### config.mk
export PLATFORM = sky130hd
export DESIGN_NAME = cea861_video_block_scanner_flat
export DESIGN_NICKNAME = d
export VERILOG_FILES = /design/src/sv/cea_vbs_pkg.sv /design/src/sv/cea_vbs_in_if.sv /design/src/sv/cea_vbs_out_if.sv /design/src/sv/cea861_video_block_scanner.sv /design/src/flat_wrapper.sv
export SDC_FILE = /design/constraint.sdc
export NUM_CORES = 1
export LEC_CHECK = 0
export BUFFER_PORTS_ARGS = -buffer_cell sky130_fd_sc_hd__buf_2
export CAP_MARGIN = 20
export CORE_MARGIN = 8
export CORE_UTILIZATION = 60
export CTS_CLUSTER_DIAMETER = 30
export DETAILED_ROUTE_END_ITERATION = 10
export PLACE_DENSITY_LB_ADDON = 0.1
export SLEW_MARGIN = 20
export SYNTH_ARGS = -nofsm -noshare
export SYNTH_HDL_FRONTEND = slang
export SYNTH_SLANG_ARGS = --single-unit
### constraint.sdc
create_clock -name clk -period 4.55 [get_ports clk]
set_input_delay 0.455 -clock clk [delete_from_list [all_inputs] [get_ports clk]]
set_output_delay 0.455 -clock clk [all_outputs]
set_load 0.01 [all_outputs]
### src/sv/cea_vbs_pkg.sv
`timescale 1ns / 1ps
// shared constants and widths for the cea-861 video block scanner
// no dependencies

package cea_vbs_pkg;

  localparam int ByteW   = 8;
  localparam int VicW    = 7;
  localparam int PosW    = 9;
  localparam int OffW    = 7;
  localparam int LenW    = 5;

  localparam logic [PosW-1:0] ExtCountPos = 9'd126;
  localparam logic [PosW-1:0] TagPos      = 9'd128;
  localparam logic [PosW-1:0] LimitPos    = 9'd130;
  localparam logic [PosW-1:0] DataStart   = 9'd132;
  localparam logic [PosW-1:0] BlockLast   = 9'd255;
  localparam logic [PosW-1:0] DumpFull    = 9'd256;

  localparam logic [OffW-1:0]  DefaultLimit = 7'd127;
  localparam logic [ByteW-1:0] CeaTag       = 8'h02;
  localparam logic [2:0]       VideoType    = 3'd2;

endpackage

### src/sv/cea_vbs_in_if.sv
`timescale 1ns / 1ps
// input channel: one edid byte per beat with an end-of-dump mark
// depends on cea_vbs_pkg

interface cea_vbs_in_if
  import cea_vbs_pkg::*;
();
  logic             valid;
  logic             ready;
  logic [ByteW-1:0] edid_byte;
  logic             last_byte;

  modport source (output valid, output edid_byte, output last_byte, input ready);
  modport sink   (input valid, input edid_byte, input last_byte, output ready);
endinterface

### src/sv/cea_vbs_out_if.sv
`timescale 1ns / 1ps
// result channel: one report beat per dump
// depends on cea_vbs_pkg

interface cea_vbs_out_if
  import cea_vbs_pkg::*;
();
  logic            valid;
  logic            ready;
  logic            vic_supported;
  logic            has_video_block;
  logic            vic_listed;
  logic [VicW-1:0] native_vic;
  logic            cea_found;

  modport source (output valid, output vic_supported, output has_video_block,
                  output vic_listed, output native_vic, output cea_found, input ready);
  modport sink   (input valid, input vic_supported, input has_video_block,
                  input vic_listed, input native_vic, input cea_found, output ready);
endinterface

### src/sv/cea861_video_block_scanner.sv
`timescale 1ns / 1ps
// cea-861 video data block scanner, top level
// depends on cea_vbs_pkg, cea_vbs_in_if, cea_vbs_out_if
//
// usage
//   din  : edid dump, one byte per beat, block 0 first; last_byte marks the
//          final byte of the dump and triggers one report beat on dout
//   dout : report with cea_found, has_video_block, vic_listed, native_vic
//          and the vic_supported verdict for the configured vic
//   cfg  : cfg_we/cfg_data write target_vic; write only between dumps
// timing
//   each byte updates the scan state in the cycle it is accepted, so one
//   byte per cycle is sustained while din.ready is high; the report appears
//   on dout in the cycle after the last byte is accepted (a single output register)
// stalls
//   din.ready stays high while the output register is empty or is being
//   drained; only a report held by a stalled receiver blocks input
// reset
//   rst (synchronous, active high) clears the scan state, drops any pending
//   report and sets target_vic to 0; no clearing pass is needed

module cea861_video_block_scanner
  import cea_vbs_pkg::*;
(
  input  logic            clk,
  input  logic            rst,
  input  logic            cfg_we,
  input  logic [VicW-1:0] cfg_data,
  cea_vbs_in_if.sink      din,
  cea_vbs_out_if.source   dout
);

  // config register
  logic [VicW-1:0] target_vic;

  // scan state
  logic [PosW-1:0] byte_position, byte_position_next;
  logic            extension_present, extension_present_next;
  logic            tag_matches, tag_matches_next;
  logic [OffW-1:0] walk_limit, walk_limit_next;
  logic [OffW-1:0] next_header_index, next_header_index_next;
  logic [LenW-1:0] block_bytes_left, block_bytes_left_next;
  logic            inside_video_block, inside_video_block_next;
  logic            walk_stopped, walk_stopped_next;
  logic            video_block_seen, video_block_seen_next;
  logic            vic_match_seen, vic_match_seen_next;
  logic [VicW-1:0] native_code, native_code_next;
  logic            native_seen, native_seen_next;

  // output register
  logic            out_valid;
  logic            rep_supported, rep_video, rep_listed, rep_cea;
  logic [VicW-1:0] rep_native;

  // per-beat helpers
  logic            in_acc;
  logic [PosW-1:0] off_full;
  logic [OffW-1:0] off;
  logic [LenW-1:0] hdr_len;
  logic [2:0]      hdr_type;
  logic [7:0]      off_p1;
  logic [7:0]      blk_end;
  logic            cea_now;
  logic            vdb_now;
  logic            listed_now;

  assign din.ready = !out_valid || dout.ready;
  assign in_acc    = din.valid && din.ready;

  // offset into the data block area, valid from byte 132 to byte 255
  assign off_full = byte_position - DataStart;
  assign off      = off_full[OffW-1:0];
  assign hdr_len  = din.edid_byte[LenW-1:0];
  assign hdr_type = din.edid_byte[7:5];
  assign off_p1   = {1'b0, off} + 8'd1;
  assign blk_end  = off_p1 + {3'b000, hdr_len};

  always_comb begin
    byte_position_next      = byte_position;
    extension_present_next  = extension_present;
    tag_matches_next        = tag_matches;
    walk_limit_next         = walk_limit;
    next_header_index_next  = next_header_index;
    block_bytes_left_next   = block_bytes_left;
    inside_video_block_next = inside_video_block;
    walk_stopped_next       = walk_stopped;
    video_block_seen_next   = video_block_seen;
    vic_match_seen_next     = vic_match_seen;
    native_code_next        = native_code;
    native_seen_next        = native_seen;

    if (byte_position == ExtCountPos) begin
      extension_present_next = (din.edid_byte != '0);
    end else if (byte_position == TagPos) begin
      tag_matches_next = (din.edid_byte == CeaTag);
    end else if (byte_position == LimitPos) begin
      // zero or anything above 127 falls back to the full block
      if (din.edid_byte == '0 || din.edid_byte[7]) begin
        walk_limit_next = DefaultLimit;
      end else begin
        walk_limit_next = din.edid_byte[OffW-1:0];
      end
    end else if (byte_position >= DataStart && byte_position <= BlockLast
                 && !walk_stopped) begin
      if (block_bytes_left != '0) begin
        // payload byte of the current data block
        if (inside_video_block) begin
          if (din.edid_byte[VicW-1:0] == target_vic) begin
            vic_match_seen_next = 1'b1;
          end
          if (din.edid_byte[7] && !native_seen) begin
            native_seen_next = 1'b1;
            native_code_next = din.edid_byte[VicW-1:0];
          end
        end
        block_bytes_left_next = block_bytes_left - 1'b1;
      end else if (off == next_header_index) begin
        // data block header: stop if it or its payload crosses the limit
        if (off_p1 >= {1'b0, walk_limit} || blk_end > {1'b0, walk_limit}) begin
          walk_stopped_next = 1'b1;
        end else begin
          inside_video_block_next = (hdr_type == VideoType);
          if (hdr_type == VideoType && hdr_len != '0) begin
            video_block_seen_next = 1'b1;
          end
          block_bytes_left_next  = hdr_len;
          next_header_index_next = blk_end[OffW-1:0];
        end
      end
    end

    if (byte_position != DumpFull) begin
      byte_position_next = byte_position + 1'b1;
    end
  end

  // report terms from the state as it stands after this byte
  assign cea_now    = byte_position_next[PosW-1] && extension_present_next && tag_matches_next;
  assign vdb_now    = cea_now && video_block_seen_next;
  assign listed_now = cea_now && vic_match_seen_next;

  always_ff @(posedge clk) begin
    if (rst) begin
      target_vic <= '0;
    end else if (cfg_we) begin
      target_vic <= cfg_data;
    end
  end

  always_ff @(posedge clk) begin
    if (rst || (in_acc && din.last_byte)) begin
      byte_position      <= '0;
      extension_present  <= 1'b0;
      tag_matches        <= 1'b0;
      walk_limit         <= DefaultLimit;
      next_header_index  <= '0;
      block_bytes_left   <= '0;
      inside_video_block <= 1'b0;
      walk_stopped       <= 1'b0;
      video_block_seen   <= 1'b0;
      vic_match_seen     <= 1'b0;
      native_code        <= '0;
      native_seen        <= 1'b0;
    end else if (in_acc) begin
      byte_position      <= byte_position_next;
      extension_present  <= extension_present_next;
      tag_matches        <= tag_matches_next;
      walk_limit         <= walk_limit_next;
      next_header_index  <= next_header_index_next;
      block_bytes_left   <= block_bytes_left_next;
      inside_video_block <= inside_video_block_next;
      walk_stopped       <= walk_stopped_next;
      video_block_seen   <= video_block_seen_next;
      vic_match_seen     <= vic_match_seen_next;
      native_code        <= native_code_next;
      native_seen        <= native_seen_next;
    end
  end

  // output register: loads on the last byte, drains on dout.ready
  always_ff @(posedge clk) begin
    if (rst) begin
      out_valid <= 1'b0;
    end else if (in_acc && din.last_byte) begin
      out_valid <= 1'b1;
    end else if (dout.ready) begin
      out_valid <= 1'b0;
    end
  end

  always_ff @(posedge clk) begin
    if (in_acc && din.last_byte) begin
      rep_supported <= (target_vic == '0) || !vdb_now || listed_now;
      rep_video     <= vdb_now;
      rep_listed    <= listed_now;
      rep_native    <= (cea_now && native_seen_next) ? native_code_next : '0;
      rep_cea       <= cea_now;
    end
  end

  assign dout.valid           = out_valid;
  assign dout.vic_supported   = rep_supported;
  assign dout.has_video_block = rep_video;
  assign dout.vic_listed      = rep_listed;
  assign dout.native_vic      = rep_native;
  assign dout.cea_found       = rep_cea;

  // checks
  a_pos_range: assert property (@(posedge clk) disable iff (rst)
    byte_position <= DumpFull)
    else $error("byte position beyond full dump");

  a_limit_nonzero: assert property (@(posedge clk) disable iff (rst)
    walk_limit != '0)
    else $error("walk limit is zero");

  a_report_source: assert property (@(posedge clk) disable iff (rst)
    $rose(out_valid) |-> $past(in_acc && din.last_byte))
    else $error("report without a last byte");

  a_clear_after_last: assert property (@(posedge clk) disable iff (rst)
    in_acc && din.last_byte |=> byte_position == '0 && !video_block_seen)
    else $error("scan state not cleared after report");

  a_report_consistent: assert property (@(posedge clk) disable iff (rst)
    out_valid && !rep_cea |-> !rep_video && !rep_listed && rep_native == '0)
    else $error("report fields set without a cea block");

endmodule
### src/flat_wrapper.sv
// flat-port wrapper written by rule: the top's interface ports become plain ports
module cea861_video_block_scanner_flat import cea_vbs_pkg::*;
  (clk, rst, cfg_we, cfg_data, din_valid, din_edid_byte, din_last_byte, din_ready, dout_valid, dout_vic_supported, dout_has_video_block, dout_vic_listed, dout_native_vic, dout_cea_found, dout_ready);
  cea_vbs_in_if din_i ();
  cea_vbs_out_if dout_i ();
  input  logic clk;
  input  logic rst;
  input  logic cfg_we;
  input  logic [VicW-1:0] cfg_data;
  input wire logic [$bits(din_i.valid)-1:0] din_valid;
  input wire logic [$bits(din_i.edid_byte)-1:0] din_edid_byte;
  input wire logic [$bits(din_i.last_byte)-1:0] din_last_byte;
  output wire logic [$bits(din_i.ready)-1:0] din_ready;
  output wire logic [$bits(dout_i.valid)-1:0] dout_valid;
  output wire logic [$bits(dout_i.vic_supported)-1:0] dout_vic_supported;
  output wire logic [$bits(dout_i.has_video_block)-1:0] dout_has_video_block;
  output wire logic [$bits(dout_i.vic_listed)-1:0] dout_vic_listed;
  output wire logic [$bits(dout_i.native_vic)-1:0] dout_native_vic;
  output wire logic [$bits(dout_i.cea_found)-1:0] dout_cea_found;
  input wire logic [$bits(dout_i.ready)-1:0] dout_ready;
  assign din_i.valid = din_valid;
  assign din_i.edid_byte = din_edid_byte;
  assign din_i.last_byte = din_last_byte;
  assign din_ready = din_i.ready;
  assign dout_valid = dout_i.valid;
  assign dout_vic_supported = dout_i.vic_supported;
  assign dout_has_video_block = dout_i.has_video_block;
  assign dout_vic_listed = dout_i.vic_listed;
  assign dout_native_vic = dout_i.native_vic;
  assign dout_cea_found = dout_i.cea_found;
  assign dout_i.ready = dout_ready;
  cea861_video_block_scanner u_core (.clk(clk), .rst(rst), .cfg_we(cfg_we), .cfg_data(cfg_data), .din(din_i), .dout(dout_i));
endmodule
Yosys cells after proc, flatten, opt, wreduce, memory -nomap -nowiden
Index checks and enable logic that the tools add are counted.

Add/sub/neg operators: 5. Magnitude comparators: 4. Equality and inequality tests: 9. Multiplexer cells: 39. Bitwise operators: 5. Reduce and logical (&&, ||, !) cells: 33.

Operators by type and width (count): $mux W7 (8); $mux W1 (27); $eq A9 B8 Y1 const B (2); $reduce_and A8 Y1 (2); $mux W5 (3); $eq A7 B7 Y1 (2); $logic_and A1 B1 Y1 (11); $reduce_bool A5 Y1 (2); $add A9 B1 Y9 const B (1); $eq A9 B7 Y1 const B (1); $ge A9 B8 Y1 const B (1); $le A9 B8 Y1 const B (1); $mux W9 (1); $ne A9 B9 Y1 const B (1); $add A7 B1 Y8 const B (1); $add A8 B5 Y8 (1); $eq A8 B2 Y1 const B (1); $ge A8 B7 Y1 (1); $gt A8 B7 Y1 (1); $logic_not A8 Y1 (1); $reduce_bool A8 Y1 (1); $logic_not A7 Y1 (1); $reduce_and A7 Y1 (1); $sub A7 B3 Y7 const B (1); other kinds (9) (22).

Flip-flop bits (word level): 61. Input bits: 21. Output and inout bits: 13. Logic and storage cells: 115.

Longest topological paths before layout
Gate-level depths: netlist (run 1).

Depth after elaboration: 16. Gate-level depth with buffers: 17. Gate-level depth less buffers: 15.

Least setup slack after synthesis (run 1)
OpenSTA, ideal clock, no wires.

Kind: flip-flop to flip-flop. Start: register u_core.byte_position[0]. End: register u_core.rep_supported, in the netlist u_core.dout.vic_supported (data pin). Library setup time: 0.259 ns. Arrival: 3.456 ns. Required time: 4.291 ns. Path slack: 0.835 ns. Stages on the path, launching flop included: 15. Path buffers: 0. Period minus slack after synthesis: 3.715 ns. Cell sequence: dfxtp_1 -> inv_1 -> ha_1 -> fa_1 -> a21o_1 -> a21oi_1 -> nor2b_1 -> o21ai_0 -> xnor2_1 -> ha_1 -> o22ai_1 -> a31oi_1 -> nor4b_4 -> nand3_1 -> a211o_1.

Word-level cells in the longest chain between the ends: 16. Elaborated cells on any way between the ends: 38. Classes of those cells: 4 x add/sub; 4 x order compare; 5 x eq/ne; 15 x mux; 10 x reduce/logical.

Ends and longest elaborated chain: start: declaration (RTL line cea861_video_block_scanner.sv:37) `logic [PosW-1:0] byte_position, byte_position_next;`; start signal: assignment (RTL line cea861_video_block_scanner.sv:165) `byte_position <= byte_position_next;`; $sub A7 B3 Y7 (RTL line cea861_video_block_scanner.sv:71) `assign off_full = byte_position - DataStart;`; $add A7 B1 Y8 (RTL line cea861_video_block_scanner.sv:75) `assign off_p1 = {1'b0, off} + 8'd1;`; net u_core.off_p1[0] (RTL line cea861_video_block_scanner.sv:61) `logic [7:0] off_p1;`; $add A8 B5 Y8 (RTL line cea861_video_block_scanner.sv:76) `assign blk_end = off_p1 + {3'b000, hdr_len};`; net u_core.blk_end[6] (RTL line cea861_video_block_scanner.sv:62) `logic [7:0] blk_end;`; $gt A8 B7 Y1 (RTL line cea861_video_block_scanner.sv:119) `if (off_p1 >= {1'b0, walk_limit} || blk_end > {1'b0, walk_limit}) begin`; $logic_or A1 B1 Y1 (RTL line cea861_video_block_scanner.sv:119); $mux W1 (RTL line cea861_video_block_scanner.sv:119); $mux W1 (RTL line cea861_video_block_scanner.sv:117) `end else if (off == next_header_index) begin`; $mux W1 (RTL line cea861_video_block_scanner.sv:105) `if (block_bytes_left != '0) begin`; $mux W1 (RTL line cea861_video_block_scanner.sv:103) `end else if (byte_position >= DataStart && byte_position <= BlockLast`; $mux W1 (RTL line cea861_video_block_scanner.sv:96) `end else if (byte_position == LimitPos) begin`; $mux W1 (RTL line cea861_video_block_scanner.sv:94) `end else if (byte_position == TagPos) begin`; $mux W1 (RTL line cea861_video_block_scanner.sv:92) `if (byte_position == ExtCountPos) begin`; $logic_and A1 B1 Y1 (RTL line cea861_video_block_scanner.sv:139) `assign vdb_now = cea_now && video_block_seen_next;`; $logic_not A1 Y1 (RTL line cea861_video_block_scanner.sv:193) `rep_supported <= (target_vic == '0) || !vdb_now || listed_now;`; $logic_or A1 B1 Y1 (2 in a row) (RTL line cea861_video_block_scanner.sv:193); end signal: assignment (RTL line cea861_video_block_scanner.sv:193); end: declaration (RTL line cea861_video_block_scanner.sv:52) `logic rep_supported, rep_video, rep_listed, rep_cea;`.

The timed path passes the listed nets, and every way through them passes these cells. A chain may end at the register's enable or synchronous reset.

Worst setup path in the final report (run 1)
Start: register u_core.byte_position[2]. End: register u_core.rep_supported, in the netlist u_core.dout.vic_supported (data pin).

Word-level cells in the longest chain between the ends: 16. Elaborated cells on any way between the ends: 38. Classes of those cells: 4 x add/sub; 4 x order compare; 5 x eq/ne; 15 x mux; 10 x reduce/logical.

Ends and longest elaborated chain (RTL line): $sub A7 B3 Y7 (cea861_video_block_scanner.sv:71); $add A7 B1 Y8 (cea861_video_block_scanner.sv:75); $add A8 B5 Y8 (cea861_video_block_scanner.sv:76); net u_core.blk_end[6] (cea861_video_block_scanner.sv:62); $gt A8 B7 Y1 (cea861_video_block_scanner.sv:119); $logic_or A1 B1 Y1 (cea861_video_block_scanner.sv:119); $mux W1 (cea861_video_block_scanner.sv:119); $mux W1 (cea861_video_block_scanner.sv:117); $mux W1 (cea861_video_block_scanner.sv:105); $mux W1 (cea861_video_block_scanner.sv:103); $mux W1 (cea861_video_block_scanner.sv:96); $mux W1 (cea861_video_block_scanner.sv:94); $mux W1 (cea861_video_block_scanner.sv:92); $logic_and A1 B1 Y1 (cea861_video_block_scanner.sv:139); $logic_not A1 Y1 (cea861_video_block_scanner.sv:193); $logic_or A1 B1 Y1 (2 in a row) (cea861_video_block_scanner.sv:193).

The timed path passes the listed nets, and every way through them passes these cells.

==> impl_metrics.py, run 1 <==
metrics = {
    "global_routing": {
        "grt_pass1_wl_mm": 15.9,
        "grt_max_degree": 26,
        "grt_pass1_vias": 3188,
        "antenna_found_initial": 0,
        "gr-total-overflow": 0,
        "track_usage": 0.224,
    },
    "placement": {
        "portBuffers": 33,
        "gp_congestion": 0.941,
        "hpwl_mm": 7.00,
        "placedInstanceArea_um2": 3980,
    },
    "final_layout": {
        "final-seq-area_um2": 1330,
        "drive_above_1_share": 0.126,
        "layout_common_cells": "nor2_1 (58), dfxtp_1 (50), buf_2 (33), nand2_1 (31), ha_1 (27)",
        "diodes": 0,
        "nets": 504,
        "stdcell_area_um2": 4220,
        "fillerInstances": 521,
        "syn2layout_area_growth_pct": 10.4,
        "layout_commonest_cell": "nor2_1",
        "multi_input_area_um2": 2310,
    },
    "floorplan": {
        "dieArea_um2": 9180,
        "fp.dieH_um": 95.8,
        "die_w_um": 95.8,
        "io_pins": 34,
        "fp-row-count": 29,
        "coreArea_um2": 6240,
        "start_util": 0.612,
    },
    "critical_path": {
        "crit_path_start_kind": "flop",
        "crit_path_end_kind": "flop",
        "reg2regPathDepth": 14,
        "cp.arrival_ns": 4.40,
        "rrSetupSlack_ns": 0.25,
        "reg2reg_to": "u_core.dout.vic_supported$_DFFE_PP_",
        "cp_max_fo": 12,
        "crit_type": "reg2reg",
        "r2r_start": "u_core.byte_position[2]$_SDFFE_PP0P_",
        "cp.required_ns": 4.65,
    },
    "power": {
        "clkPwrFrac": 0.453,
        "power.switching_mw": 0.327,
        "swShare": 0.251,
        "p_leak_nw": 1.85,
        "power.internal_mw": 0.978,
        "p_comb_frac": 0.115,
        "pwr-share-seq": 0.432,
        "vdd_drop_max_uv": 191,
        "cellPowerDensity_nw_per_um2": 309,
    },
    "route": {
        "drt-pass1-iter-count": 4,
        "vias": 3284,
        "via_per_inst": 6.12,
        "wl_per_cell_um": 17.7,
        "ant_nets": 0,
        "drt_iter0_markers": 196,
        "wirelength_mm": 9.52,
        "drc": 0,
    },
    "logic_synthesis": {
        "synth_fp_nets": 480,
        "synth_warnings": 0,
        "yosysUniqueCellTypes": 60,
        "ys.flop_type": "dfxtp_1",
        "synth_area_per_cell_um2": 8.87,
        "yosys_register_bits": 61,
        "ys_seq_area_frac": 0.348,
        "netlist_area_um2": 3820,
        "synth_edf_count": 11,
        "syn_inst": 431,
        "synthArstFlopShare": 0,
    },
    "cts": {
        "cts_tree": "built",
        "cts-root-buf": "clkbuf_8",
        "clkTransAtPathRegs_ns": 0.07,
        "cts-buffers-inserted": 9,
        "cts_setup_buffers": 0,
        "postCtsHoldBufs": 0,
        "clk_path_buf_depth": 2,
        "clk_latency_ns": 0.35,
        "htreeDepth": 3,
        "numClockSinks": 61,
        "cts_resized": 0,
    },
    "sta": {
        "period_share": 0.946,
        "rsz0062_at_grt": "false",
        "fin_worst_skew_ns": 0.0108,
        "finalHoldViolations": 0,
        "setup_viol": 0,
        "final.min_clock_period_ns": 4.30,
        "slew_violations": 0,
        "fin_tns_setup_ns": 0,
        "timing.fmax_mhz": 232,
        "tightest_slew_ns": 0.912,
        "relSlewSlack": 0.390,
    },
    "outcome": {
        "status": "complete, no violations",
    },
    "worst_hold_path": {
        "hold_depth": 3,
        "hold-path-endpoint": "u_core.target_vic[4]$_SDFFE_PP0P_",
        "hp-start": "cfg_data[4]",
        "min_path_type": "in2reg",
    },
    "job": {
        "maxCapViolCount": 0,
    },
}
## worst max-delay path: stages, from the launching register on
cell and delay, ns:
dfxtp_1 0.57, inv_1 0.13, ha_1 0.33, xnor2_1 0.18, or3_1 0.40, xnor2_1 0.40, o21ai_0 0.21, xnor2_1 0.30
ha_1 0.32, o22ai_1 0.18, a31oi_1 0.11, nor4b_4 0.29, buf_4 0.18, nand3_1 0.13, a211o_1 0.32
## kinds of logic (layout without fill, tap and decap cells)
kind of cell	count (synthesis)	after routing	share of synthesized area
buf+inv	40	69	0.0481
simple gates	168	168	0.229
flops	61	61	0.348
mux	24	24	0.0632
fa+ha+maj	28	28	0.0936
xor+xnor	34	34	0.0851
compound gates	76	76	0.133
## per-stage QoR
step | total power [mW] | setup slack, ns | hold WS [ns] | util | std cells
global placement | 0.717 | 0.613 | 0.443 | 0.638 | 521
detailed placement | 0.722 | 0.446 | 0.472 | 0.638 | 521
finish | 1.30 | 0.247 | 0.338 | 0.676 | 537
global route | 1.35 | 0.0251 | 0.360 | 0.676 | 537
CTS | 1.31 | 0.328 | 0.336 | 0.676 | 537
floorplan | 0.676 | 0.835 | 0.433 | - | 431
## cell usage after synthesis (all sizes together) (3+ instances only)
cell,count,area [µm²]
a21o,5,37.5
a21oi,19,95.1
a22oi,7,52.6
a31oi,3,18.8
a41o,3,30.0
and2,4,25.0
and3,7,43.8
and4,3,27.5
buf,10,71.3
clkbuf,12,45.0
dfxtp,50,1000
edfxtp,11,330
ha,27,338
inv,18,67.6
mux2i,23,230
nand2,31,116
nand2b,6,37.5
nand3,12,60.1
nand3b,4,30.0
nand4,8,65.1
nor2,58,218
nor2b,5,31.3
nor3,10,55.1
nor4,5,37.5
o21ai,15,75.1
o22ai,3,18.8
or3,4,25.0
or4,3,22.5
xnor2,21,184
xor2,11,96.3
## registers in the layout (all words and copies together) (netlist names), 5 cells and up
name / cells
u_core.target_vic: 7
u_core.walk_limit: 7
u_core.next_header_index: 7
u_core.dout.native_vic: 7
u_core.native_code: 7
u_core.block_bytes_left: 5
u_core.byte_position: 9
## worst max path at each step
stage | slack, ns | cells past startpoint | from | end
6_report | 0.25 | 14 | u_core.byte_position[2]$_SDFFE_PP0P_ | u_core.dout.vic_supported$_DFFE_PP_
5_1_grt | 0.03 | 15 | u_core.byte_position[2]$_SDFFE_PP0P_ | u_core.dout.vic_supported$_DFFE_PP_
4_1_cts | 0.33 | 14 | u_core.byte_position[2]$_SDFFE_PP0P_ | u_core.dout.vic_supported$_DFFE_PP_
3_5_place_dp | 0.45 | 15 | u_core.byte_position[2]$_SDFFE_PP0P_ | u_core.dout.vic_supported$_DFFE_PP_
3_3_place_gp | 0.61 | 14 | u_core.byte_position[2]$_SDFFE_PP0P_ | u_core.dout.vic_supported$_DFFE_PP_
2_1_floorplan | 0.84 | 14 | u_core.byte_position[0]$_SDFFE_PP0P_ | u_core.dout.vic_supported$_DFFE_PP_
## metal layers
| layer | global-route usage | wire length [µm] | share of wire | up-vias |
|---|---|---|---|---|
| met2 | 0.346 | 4430 | 0.46 | 123 |
| li1 | - | - | - | 1583 |
| met4 | 0.113 | 247 | 0.026 | 0 |
| met1 | 0.294 | 4140 | 0.43 | 1558 |
| met5 | 0 | 0 | 0 | - |
| met3 | 0.0406 | 708 | 0.074 | 20 |
## cell type report
| cell class | count | share of cell area |
|---|---|---|
| Multi-Input combinational cell | 330 | 0.546 |
| Sequential cell | 61 | 0.315 |
| Timing Repair Buffer | 35 | 0.0427 |
| Clock buffer | 10 | 0.0302 |
| Clock inverter | 6 | 0.0264 |
| Tap cell | 77 | 0.0228 |
| Inverter | 18 | 0.0160 |
## power by group through the flow
stage               clock [mW]  combinational [mW]  sequential, mW
floorplan                    0              0.0989           0.577
global placement             0               0.140           0.576
detailed placement           0               0.145           0.577
CTS                      0.595               0.147           0.564
global route             0.623               0.164           0.566
finish                   0.591               0.150           0.564
No activity file was read; power rests on OpenSTA's default activity.
==> run 2, diff against run 1 <==
--- a/config.mk
+++ b/config.mk
@@ -12,6 +12,7 @@
 export CTS_CLUSTER_DIAMETER = 30
 export DETAILED_ROUTE_END_ITERATION = 10
 export PLACE_DENSITY_LB_ADDON = 0.1
+export RECOVER_POWER = 25
 export SLEW_MARGIN = 20
 export SYNTH_ARGS = -nofsm -noshare
 export SYNTH_HDL_FRONTEND = slang
==> impl_metrics.py, run 2 (synthesis results as in run 1) <==
metrics = {
    "sta": {
        "finalHoldViolations": 0,
        "timing.fmax_mhz": 233,
        "fin_tns_setup_ns": 0,
        "fin_worst_skew_ns": 0.0131,
        "tightest_slew_ns": 0.925,
        "worst_slack_ns": 0.254,
        "hold_ws_ns": 0.338,
        "final.min_clock_period_ns": 4.30,
        "setup_viol": 0,
        "rsz0062_at_grt": "false",
        "relSlewSlack": 0.381,
        "slew_violations": 0,
        "period_share": 0.944,
    },
    "route": {
        "drt-pass1-iter-count": 4,
        "vias": 3296,
        "ant_nets": 0,
        "wl_per_cell_um": 17.7,
        "drt_iter0_markers": 181,
        "via_per_inst": 6.14,
        "drc": 0,
        "wirelength_mm": 9.53,
    },
    "final_layout": {
        "fin_util": 0.673,
        "layout_commonest_cell": "nor2_1",
        "largest_reg_flops": 9,
        "nets": 504,
        "layout_common_cells": "nor2_1 (58), dfxtp_1 (50), nand2_1 (31), ha_1 (27), mux2i_1 (23)",
        "drive_above_1_share": 0.0957,
        "syn2layout_area_growth_pct": 9.99,
        "diodes": 0,
        "top_register": "u_core.byte_position",
    },
    "power": {
        "cellPowerDensity_nw_per_um2": 311,
        "vdd_drop_max_uv": 192,
        "p_leak_nw": 1.81,
    },
    "cts": {
        "htreeDepth": 3,
        "clk_path_buf_depth": 2,
        "cts_resized": 0,
        "cts_setup_buffers": 0,
        "cts-root-buf": "clkbuf_8",
        "clkTransAtPathRegs_ns": 0.07,
        "cts_tree": "built",
        "postCtsHoldBufs": 0,
        "cts-buffers-inserted": 9,
        "clk_latency_ns": 0.35,
        "numClockSinks": 61,
    },
    "worst_hold_path": {
        "hold-path-endpoint": "u_core.target_vic[4]$_SDFFE_PP0P_",
        "hold_depth": 3,
        "min_path_type": "in2reg",
        "hp-start": "cfg_data[4]",
    },
    "critical_path": {
        "cp.required_ns": 4.65,
        "critPathBufInv": 2,
        "critical_path_depth": 14,
        "rrSetupSlack_ns": 0.25,
        "reg2regPathDepth": 14,
        "r2r_start": "u_core.byte_position[2]$_SDFFE_PP0P_",
        "cp_top_family": "XOR/XNOR gates",
        "crit_type": "reg2reg",
        "crit_path_cell_trace": "inv_1, ha_1, xnor2_1, or3_1, xnor2_1, o21ai_0, xnor2_1, ha_1, o22ai_1, a31oi_1, nor4b_4, buf_4, nand3_1, a211o_1",
        "crit_path_end_kind": "flop",
        "critPathMaxStageDelay_ns": 0.57,
        "crit_path_start_kind": "flop",
        "slowest_stage": "dfxtp_1",
        "cp_max_fo": 12,
        "cp.arrival_ns": 4.40,
        "cp_common_cell": "xnor2_1",
        "reg2reg_to": "u_core.dout.vic_supported$_DFFE_PP_",
    },
    "placement": {
        "portBuffers": 33,
        "pre_cts_ws_ns": 0.446,
        "hpwl_mm": 7.00,
        "gp_congestion": 0.941,
    },
    "global_routing": {
        "track_usage": 0.224,
        "gr-total-overflow": 0,
        "grt_pass1_wl_mm": 15.9,
        "antenna_found_initial": 0,
        "grt_max_degree": 26,
        "grt_pass1_vias": 3188,
    },
    "floorplan": {
        "start_util": 0.612,
        "coreArea_um2": 6240,
        "die_w_um": 95.8,
        "fp-row-count": 29,
        "dieArea_um2": 9180,
        "io_pins": 34,
        "fp.dieH_um": 95.8,
    },
    "job": {
        "maxCapViolCount": 0,
    },
    "outcome": {
        "status": "complete, no violations",
    },
}
==> run 2: worst max-delay path by stage <==
stage                                         start                                   to
6_report       u_core.byte_position[2]$_SDFFE_PP0P_  u_core.dout.vic_supported$_DFFE_PP_
5_1_grt        u_core.byte_position[2]$_SDFFE_PP0P_  u_core.dout.vic_supported$_DFFE_PP_
4_1_cts        u_core.byte_position[2]$_SDFFE_PP0P_  u_core.dout.vic_supported$_DFFE_PP_
3_5_place_dp   u_core.byte_position[2]$_SDFFE_PP0P_  u_core.dout.vic_supported$_DFFE_PP_
3_3_place_gp   u_core.byte_position[2]$_SDFFE_PP0P_  u_core.dout.vic_supported$_DFFE_PP_
2_1_floorplan  u_core.byte_position[0]$_SDFFE_PP0P_  u_core.dout.vic_supported$_DFFE_PP_
==> run 2: per-layer routing <==
metal  track usage  share of wire
met1         0.294           0.44
met2         0.346           0.46
met3        0.0406          0.075
met4         0.113          0.027
met5             0              0
==> run 2: where the power goes <==
group / total, mW / switching [mW] / internal, mW
clock: 0.592 / 0.229 / 0.364
sequential: 0.564 / 0.00711 / 0.557
combinational: 0.149 / 0.0934 / 0.0554
total: 1.31 / 0.329 / 0.977
==> run 2: metrics by stage <==
| step | instances | area (µm²) | power (mW) |
|---|---|---|---|
| floorplan | 431 | 3820 | 0.676 |
| global placement | 521 | 3980 | 0.717 |
| detailed placement | 521 | 3980 | 0.722 |
| CTS | 537 | 4220 | 1.31 |
| global route | 537 | 4200 | 1.35 |
| finish | 537 | 4200 | 1.31 |
==> run 2: worst register-to-register path, stage by stage (launching register included) <==
cell	delay, ns
dfxtp_1	0.57
inv_1	0.13
ha_1	0.33
xnor2_1	0.19
or3_1	0.40
xnor2_1	0.40
o21ai_0	0.21
xnor2_1	0.30
ha_1	0.32
o22ai_1	0.18
a31oi_1	0.11
nor4b_4	0.29
buf_4	0.18
nand3_1	0.13
a211o_1	0.32
==> run 2: cell type report <==
class                           count  area [µm²]
Clock buffer                       10         128
Clock inverter                      6         111
Inverter                           18        67.6
Fill cell                         528        2040
Multi-Input combinational cell    330        2310
Timing Repair Buffer               35         163
Tap cell                           77        96.3
Sequential cell                    61        1330
